--- src/rtl/core/consensus_kmodes_clustering_core_assert.svh ---
// Assertion macros used by the core RTL file consensus_kmodes_clustering_core.sv.
`ifndef CONSENSUS_KMODES_CLUSTERING_CORE_ASSERT_SVH
`define CONSENSUS_KMODES_CLUSTERING_CORE_ASSERT_SVH

// The antecedent implies the consequent in the same cycle.
`define CKM_ASSERT_IMPLY(lbl, ante, cons, msg) \
  lbl: assert property (@(posedge clk_i) disable iff (!rst_ni) (ante) |-> (cons)) \
    else $error(msg);

// The antecedent implies the consequent in the next cycle.
`define CKM_ASSERT_NEXT(lbl, ante, cons, msg) \
  lbl: assert property (@(posedge clk_i) disable iff (!rst_ni) (ante) |=> (cons)) \
    else $error(msg);

`endif

--- src/rtl/core/ckm_ram.sv ---
`timescale 1ns / 1ps
`default_nettype none
module ckm_ram #(
  parameter int unsigned Width = 8,
  parameter int unsigned Depth = 256
) (
  input  wire logic                             clk_i,
  input  wire logic                             we_i,
  input  wire logic [$clog2(Depth)-1:0]         waddr_i,
  input  wire logic [Width-1:0]                 wdata_i,
  input  wire logic [$clog2(Depth)-1:0]         raddr_i,
  output logic      [Width-1:0]                 rdata_o
);

  logic [Width-1:0] mem_q [Depth];
  logic [Width-1:0] rdata_q;

  always_ff @(posedge clk_i) begin
    if (we_i) begin
      mem_q[waddr_i] <= wdata_i;
    end
    rdata_q <= mem_q[raddr_i];
  end

  assign rdata_o = rdata_q;

endmodule
`default_nettype wire
--- config.mk ---
export PLATFORM = sky130hd
export DESIGN_NAME = ckm_ram
export DESIGN_NICKNAME = d
export VERILOG_FILES = /design/src/rtl/core/consensus_kmodes_clustering_core_assert.svh /design/src/rtl/core/ckm_ram.sv
export SDC_FILE = /design/constraint.sdc
export NUM_CORES = 2
export LEC_CHECK = 0
export BUFFER_PORTS_ARGS = -buffer_cell sky130_fd_sc_hd__buf_4
export CORE_UTILIZATION = 45
export CTS_CLUSTER_SIZE = 20
export DETAILED_ROUTE_END_ITERATION = 12
export PLACE_DENSITY = 0.56
export SLEW_MARGIN = 20
export SYNTH_ARGS = -nofsm -noshare
export SYNTH_HDL_FRONTEND = slang
export SYNTH_SLANG_ARGS = --single-unit
--- constraint.sdc ---
create_clock -name clk_i -period 4.7 [get_ports clk_i]
set_input_delay 0.705 -clock clk_i [delete_from_list [all_inputs] [get_ports clk_i]]
set_output_delay 0.705 -clock clk_i [all_outputs]
set_load 0.01 [all_outputs]
### After elaboration in Yosys (flattened, before gate mapping)

Memories as Yosys holds them, arrays and structs flattened. A register that Yosys moved wholly into a read port is not among the register bits.
Cells that the tools add are included.

* $add $sub $neg: 0
* $mul: 0
* div/mod/pow operators: 0
* magnitude comparators: 0
* eq/ne operators: 0
* shifts and indexed selects: 0
* muxes and demuxes: 2
* bitwise logic cells: 0
* reduce and logical (&&, ||, !) cells: 0

Operator list (number)
* $mux W1: 2

* flip-flop bits (word level): 0
* latch bits: 0
* RAM bits: 2048
* bits in read-only memories: 0
* input bits: 26
* output and inout port bits: 8
* logic and storage cells: 3
* memories kept: 1

Memories
* mem_q: words 256, bits a word 8, read ports 1, clocked after Yosys merged registers in 1, write ports 1, line ckm_ram.sv:15 `logic [Width-1:0] mem_q [Depth];`

### Logic depth before layout (Yosys ltp)

* depth after elaboration: 2
* mapped depth: 11

### Worst setup path after synthesis

OpenSTA, ideal clock, no wires.

* path kind: input-to-reg
* start: input raddr_i[0]
* end: register rdata_q[2] (netlist: rdata_o[2]) (read register of mem_q)
* setup time: 131 ps
* arrival time: 2512 ps
* setup slack: 2057 ps
* cell stages on the path: 9
* cell sequence: buf_6 -> buf_12 -> buf_8 -> buf_2 -> mux4_2 -> a22oi_1 -> a21oi_1 -> nor4_1 -> nor4_2

RTL lines
* start, declared: line ckm_ram.sv:11 `input wire logic [$clog2(Depth)-1:0] raddr_i,`
* end, declared: line ckm_ram.sv:16 `logic [Width-1:0] rdata_q;`

==> report_table.html <==
<table>
<tr><th>Metric</th><th>Value</th></tr>
<tr><th colspan="2">Run status</th></tr>
<tr><td>Run status</td><td>finished, final reports clean</td></tr>
<tr><th colspan="2">Timing</th></tr>
<tr><td>Unrepaired setup endpoints after global routing</td><td>no</td></tr>
<tr><td>Actual transition at the worst max-transition pin</td><td>1.17 ns</td></tr>
<tr><td>Number of slew-limit violations in the final report</td><td>0</td></tr>
<tr><td>Worst setup skew after layout</td><td>0.0594 ns</td></tr>
<tr><td>Setup-failing EPs final</td><td>0</td></tr>
<tr><td>Minimum period implied by the final worst setup slack</td><td>3.63 ns</td></tr>
<tr><td>Fmax</td><td>276 MHz</td></tr>
<tr><td>Setup tns final</td><td>0 ns</td></tr>
<tr><td>Number of hold-slack violations in the final timing report</td><td>0</td></tr>
<tr><td>Final clock period utilization by the worst path</td><td>0.772</td></tr>
<tr><td>Rel. slew slack</td><td>0.217</td></tr>
<tr><th colspan="2">Worst setup path</th></tr>
<tr><td>Critical path capture point type</td><td>flip-flop</td></tr>
<tr><td>Ordered cell list for the critical path</td><td>buf_8 -&gt; buf_12 -&gt; mux4_2 -&gt; a22o_1 -&gt; a221oi_1 -&gt; o32ai_1 -&gt; nor3_1 -&gt; nor4_1</td></tr>
<tr><td>Delay of the slowest critical-path stage</td><td>0.71 ns</td></tr>
<tr><td>Required time at the worst-slack endpoint</td><td>5.38 ns</td></tr>
<tr><td>Number of buffer and inverter instances along the worst setup path</td><td>2</td></tr>
<tr><td>Cell class contributing the biggest share of worst-path delay</td><td>compound AO/OA/AOI/OAI gates</td></tr>
<tr><td>Critical path peak fanout</td><td>57</td></tr>
<tr><td>CP startpoint kind</td><td>input pin</td></tr>
<tr><td>Type of the setup path with the least slack</td><td>input pin to flip-flop</td></tr>
<tr><td>Arrival time worst endpoint</td><td>4.31 ns</td></tr>
<tr><td>Number of cells traversed by the worst register-to-register path</td><td>6</td></tr>
<tr><td>Capturing point of the worst reg2reg path</td><td>rdata_o[5]$_DFF_P_</td></tr>
<tr><td>Register-to-Register Setup Slack</td><td>1.60 ns</td></tr>
<tr><td>Reg-to-Reg Start</td><td>mem_q[210][5]$_DFFE_PP_</td></tr>
<tr><td>Cell type of the slowest stage on the worst timing path</td><td>sky130_fd_sc_hd__nor3_1</td></tr>
<tr><th colspan="2">Clock tree</th></tr>
<tr><td>CTS H-tree depth</td><td>4</td></tr>
<tr><td>Clock Pin Slew Worst Setup and Hold Paths</td><td>0.06 ns</td></tr>
<tr><td>Num CTS Buffers</td><td>209</td></tr>
<tr><td>Clock sinks</td><td>2,056</td></tr>
<tr><td>CTS tree</td><td>yes</td></tr>
<tr><td>Count of cells resized by post-cts repair</td><td>0</td></tr>
<tr><td>Post-CTS Hold Buffers</td><td>0</td></tr>
<tr><td>Count of buffers added by post-CTS timing repair for setup</td><td>0</td></tr>
<tr><td>Number of buffers on the longest clock path</td><td>3</td></tr>
<tr><td>Buffer cell driving the clock tree root</td><td>sky130_fd_sc_hd__clkbuf_16</td></tr>
<tr><td>Clock latency of the later-clocked register in the worst-skew pair</td><td>0.85 ns</td></tr>
<tr><th colspan="2">Layout</th></tr>
<tr><td>Area used by sequential logic in the layout</td><td>0.0617 mm^2</td></tr>
<tr><td>Fraction of final layout cells with drive strength greater than 1</td><td>0.242</td></tr>
<tr><td>Fillers</td><td>13,800</td></tr>
<tr><td>Area growth syn-to-layout</td><td>12.8%</td></tr>
<tr><td>Total number of nets in the final design</td><td>3,960</td></tr>
<tr><td>Multi-input gate area in the final layout</td><td>0.0165 mm^2</td></tr>
<tr><td>Diode count</td><td>0</td></tr>
<tr><th colspan="2">Worst hold path</th></tr>
<tr><td>Min-Delay Endpoint</td><td>mem_q[226][4]$_DFFE_PP_</td></tr>
<tr><td>Hold depth</td><td>1</td></tr>
<tr><td>Type of the most critical hold path</td><td>input pin to flip-flop</td></tr>
<tr><td>Hold_sp</td><td>wdata_i[4]</td></tr>
<tr><th colspan="2">GRT</th></tr>
<tr><td>Global routing usage summed across all routing layers</td><td>0.233</td></tr>
<tr><td>Met3 GRT Util</td><td>0.0440</td></tr>
<tr><td>Busiest layer in global routing</td><td>met2</td></tr>
<tr><td>Pin count of the biggest net entering global routing</td><td>145</td></tr>
<tr><td>Vias in the first global route</td><td>39,100</td></tr>
<tr><td>Initial antenna violation count</td><td>7</td></tr>
<tr><td>Fraction of met2 tracks used by global routing</td><td>0.351</td></tr>
<tr><td>First-pass GRT wire length</td><td>296,000 um</td></tr>
<tr><td>GR Overflow Total</td><td>0</td></tr>
<tr><td>Met1 Usage GRT</td><td>0.350</td></tr>
<tr><th colspan="2">Drt</th></tr>
<tr><td>Total wirelength of the detailed-routed design</td><td>207,000 um</td></tr>
<tr><td>Final routed wire length divided by cell count</td><td>32.2 um</td></tr>
<tr><td>Number of remaining DRC errors</td><td>0</td></tr>
<tr><td>Total via count after detailed routing</td><td>38,900</td></tr>
<tr><td>First-pass iteration count of the detailed router</td><td>7</td></tr>
<tr><td>First DRT Iteration DRCs</td><td>4,502</td></tr>
<tr><td>Number of nets still failing antenna checks after routing</td><td>0</td></tr>
<tr><td>Vias per std cell</td><td>6.06</td></tr>
<tr><th colspan="2">Logic synthesis</th></tr>
<tr><td>Syn_nets</td><td>3,759</td></tr>
<tr><td>Number of storage elements in the synthesis netlist</td><td>2,056</td></tr>
<tr><td>Summed instance area of the synthesized netlist</td><td>0.0796 mm^2</td></tr>
<tr><td>Seq/Total Area, Yosys</td><td>0.775</td></tr>
<tr><td>Proportion of synthesized flip-flops having asynchronous set or reset</td><td>0</td></tr>
<tr><td>Cell type contributing the most total cell area after synthesis</td><td>sky130_fd_sc_hd__edfxtp_1</td></tr>
<tr><td>Post-synthesis area per instance</td><td>21.3 um^2</td></tr>
<tr><td>Yosys Warn Count</td><td>0</td></tr>
<tr><td>Number of distinct library cells after synthesis</td><td>55</td></tr>
<tr><td>Post-synthesis instance total</td><td>3,733</td></tr>
<tr><td>Top-area cell type share of the netlist area</td><td>0.773</td></tr>
<tr><td>Number of flops mapped to enable cells by yosys</td><td>2,048</td></tr>
<tr><td>Most used flip-flop cell after synthesis</td><td>sky130_fd_sc_hd__edfxtp_1</td></tr>
<tr><td>Top cells by area, synth</td><td>sky130_fd_sc_hd__edfxtp_1, sky130_fd_sc_hd__mux4_2, sky130_fd_sc_hd__mux2i_1</td></tr>
<tr><th colspan="2">Floorplan</th></tr>
<tr><td>Top Ports</td><td>34</td></tr>
<tr><td>Count of standard-cell rows</td><td>153</td></tr>
<tr><td>Die outline width</td><td>422 um</td></tr>
<tr><td>Height of the chip</td><td>422 um</td></tr>
<tr><td>Floorplan Core Area</td><td>0.175 mm^2</td></tr>
<tr><td>Area of the die</td><td>0.178 mm^2</td></tr>
<tr><td>Starting utilization of the core area</td><td>0.455</td></tr>
<tr><th colspan="2">Place</th></tr>
<tr><td>Detailed Place HPWL</td><td>128,000 um</td></tr>
<tr><td>Routability-driven placement congestion ratio</td><td>0.836</td></tr>
<tr><td>Quantity of I/O buffers inserted on ports</td><td>33</td></tr>
<tr><th colspan="2">Power and ir drop</th></tr>
<tr><td>Total Power</td><td>38.1 mW</td></tr>
<tr><td>Pwr dens</td><td>425 mW/mm^2</td></tr>
<tr><td>Reported leakage power</td><td>27.7 nW</td></tr>
<tr><td>Max rail drop VDD</td><td>338 uV</td></tr>
<tr><th colspan="2">Flow run</th></tr>
<tr><td>Count of max-cap constraint violations</td><td>0</td></tr>
</table>
[synth_stat cells, types with 5 or more instances]
cell type,count
sky130_fd_sc_hd__o22a_1,5
sky130_fd_sc_hd__nor2_1,282
sky130_fd_sc_hd__nand2b_1,8
sky130_fd_sc_hd__a211oi_1,16
sky130_fd_sc_hd__a21oi_1,96
sky130_fd_sc_hd__o21ai_0,10
sky130_fd_sc_hd__nand4_1,10
sky130_fd_sc_hd__buf_12,8
sky130_fd_sc_hd__o211ai_1,10
sky130_fd_sc_hd__buf_6,21
sky130_fd_sc_hd__a221oi_1,13
sky130_fd_sc_hd__dfxtp_1,8
sky130_fd_sc_hd__mux4_2,454
sky130_fd_sc_hd__o221ai_1,46
sky130_fd_sc_hd__nor3_1,22
sky130_fd_sc_hd__buf_8,13
sky130_fd_sc_hd__nand3_1,34
sky130_fd_sc_hd__nand2_1,33
sky130_fd_sc_hd__buf_1,22
sky130_fd_sc_hd__and2_1,6
sky130_fd_sc_hd__a22o_1,8
sky130_fd_sc_hd__a22oi_1,133
sky130_fd_sc_hd__o22ai_1,28
sky130_fd_sc_hd__nor4_1,24
sky130_fd_sc_hd__mux2i_1,134
sky130_fd_sc_hd__clkbuf_1,111
sky130_fd_sc_hd__nor2b_1,31
sky130_fd_sc_hd__buf_4,27
sky130_fd_sc_hd__edfxtp_1,2048
sky130_fd_sc_hd__buf_2,31
[registers in the layout (all words and copies together) (netlist names)]
| register | count |
|---|---|
| rdata_o | 8 |
| mem_q | 2048 |
[logic make-up (layout without fill, tap and decap cells)]
family / Yosys count / count (layout) / share of synthesized area
multiplexers: 591 / 591 / 0.146
AND/OR/NAND/NOR: 466 / 466 / 0.0263
buffers and inverters: 235 / 601 / 0.0183
flip-flops: 2056 / 2056 / 0.775
AO/OA/AOI/OAI: 385 / 385 / 0.0342
[area by class of cell]
cell class	instances	area share
sequential	2056	0.687
multi-input combinational	1442	0.184
clock buffer	268	0.0620
tap	2325	0.0324
timing repair buffer	223	0.0230
clock inverter	108	0.0109
inverter	2	0.0000837
[power breakdown]
group          internal [mW]  switching [mW]
Combinational          0.653            1.25
Sequential              20.2          0.0421
Clock                   8.87            7.06
[worst max-delay path by stage]
stage                from                     end  slack, ns  depth (start not counted)
6_report       raddr_i[0]      rdata_o[5]$_DFF_P_       1.07                          8
5_1_grt        raddr_i[0]      rdata_o[5]$_DFF_P_       1.11                          8
4_1_cts        raddr_i[0]      rdata_o[5]$_DFF_P_       1.20                          8
3_5_place_dp   raddr_i[0]      rdata_o[5]$_DFF_P_       0.29                          8
3_3_place_gp   waddr_i[1]  mem_q[30][1]$_DFFE_PP_       0.17                          5
2_1_floorplan  raddr_i[0]      rdata_o[2]$_DFF_P_       2.06                          9
[cells in the final DEF (no fill, tap or decap), types with 8 or more instances in the layout]
| master | count |
|---|---|
| sky130_fd_sc_hd__edfxtp_1 | 2048 |
| sky130_fd_sc_hd__mux4_2 | 454 |
| sky130_fd_sc_hd__nor2_1 | 279 |
| sky130_fd_sc_hd__clkbuf_16 | 209 |
| sky130_fd_sc_hd__buf_4 | 188 |
| sky130_fd_sc_hd__mux2i_1 | 134 |
| sky130_fd_sc_hd__a22oi_1 | 133 |
| sky130_fd_sc_hd__a21oi_1 | 96 |
| sky130_fd_sc_hd__clkbuf_1 | 48 |
| sky130_fd_sc_hd__o221ai_1 | 46 |
| sky130_fd_sc_hd__clkinv_1 | 43 |
| sky130_fd_sc_hd__clkinv_2 | 36 |
| sky130_fd_sc_hd__nand2_1 | 33 |
| sky130_fd_sc_hd__o22ai_1 | 28 |
| sky130_fd_sc_hd__nor2b_1 | 28 |
| sky130_fd_sc_hd__nand3_1 | 27 |
| sky130_fd_sc_hd__nor4_1 | 23 |
| sky130_fd_sc_hd__buf_12 | 23 |
| sky130_fd_sc_hd__nor3_1 | 22 |
| sky130_fd_sc_hd__a211oi_1 | 16 |
| sky130_fd_sc_hd__a221oi_1 | 13 |
| sky130_fd_sc_hd__clkbuf_8 | 11 |
| sky130_fd_sc_hd__nand4_1 | 10 |
| sky130_fd_sc_hd__o211ai_1 | 10 |
| sky130_fd_sc_hd__o21ai_0 | 10 |
| sky130_fd_sc_hd__buf_8 | 10 |
| sky130_fd_sc_hd__bufinv_16 | 9 |
| sky130_fd_sc_hd__nand2b_1 | 8 |
| sky130_fd_sc_hd__a22o_1 | 8 |
| sky130_fd_sc_hd__dfxtp_1 | 8 |
[stage by stage]
| step | setup WS, ns | cells | utilization | instance area, um^2 | hold slack [ns] |
|---|---|---|---|---|---|
| 6_report | 1.07 | 6424 | 0.513 | 89700 | 0.357 |
| 5_1_grt | 1.11 | 6424 | 0.513 | 89700 | 0.378 |
| 4_1_cts | 1.20 | 6423 | 0.513 | 89700 | 0.356 |
| 3_5_place_dp | 0.288 | 6047 | 0.476 | 83100 | 1.06 |
| 3_3_place_gp | 0.173 | 6046 | 0.476 | 83100 | 1.08 |
| 2_1_floorplan | 2.06 | 3733 | - | 79600 | 0.770 |
[per-layer routing]
metal / wire length [um] / share of wire
met5: 20 / 0.000097
met4: 5400 / 0.026
met3: 15500 / 0.075
met2: 95500 / 0.46
met1: 90700 / 0.44
(Power assumes the default switching activity.)
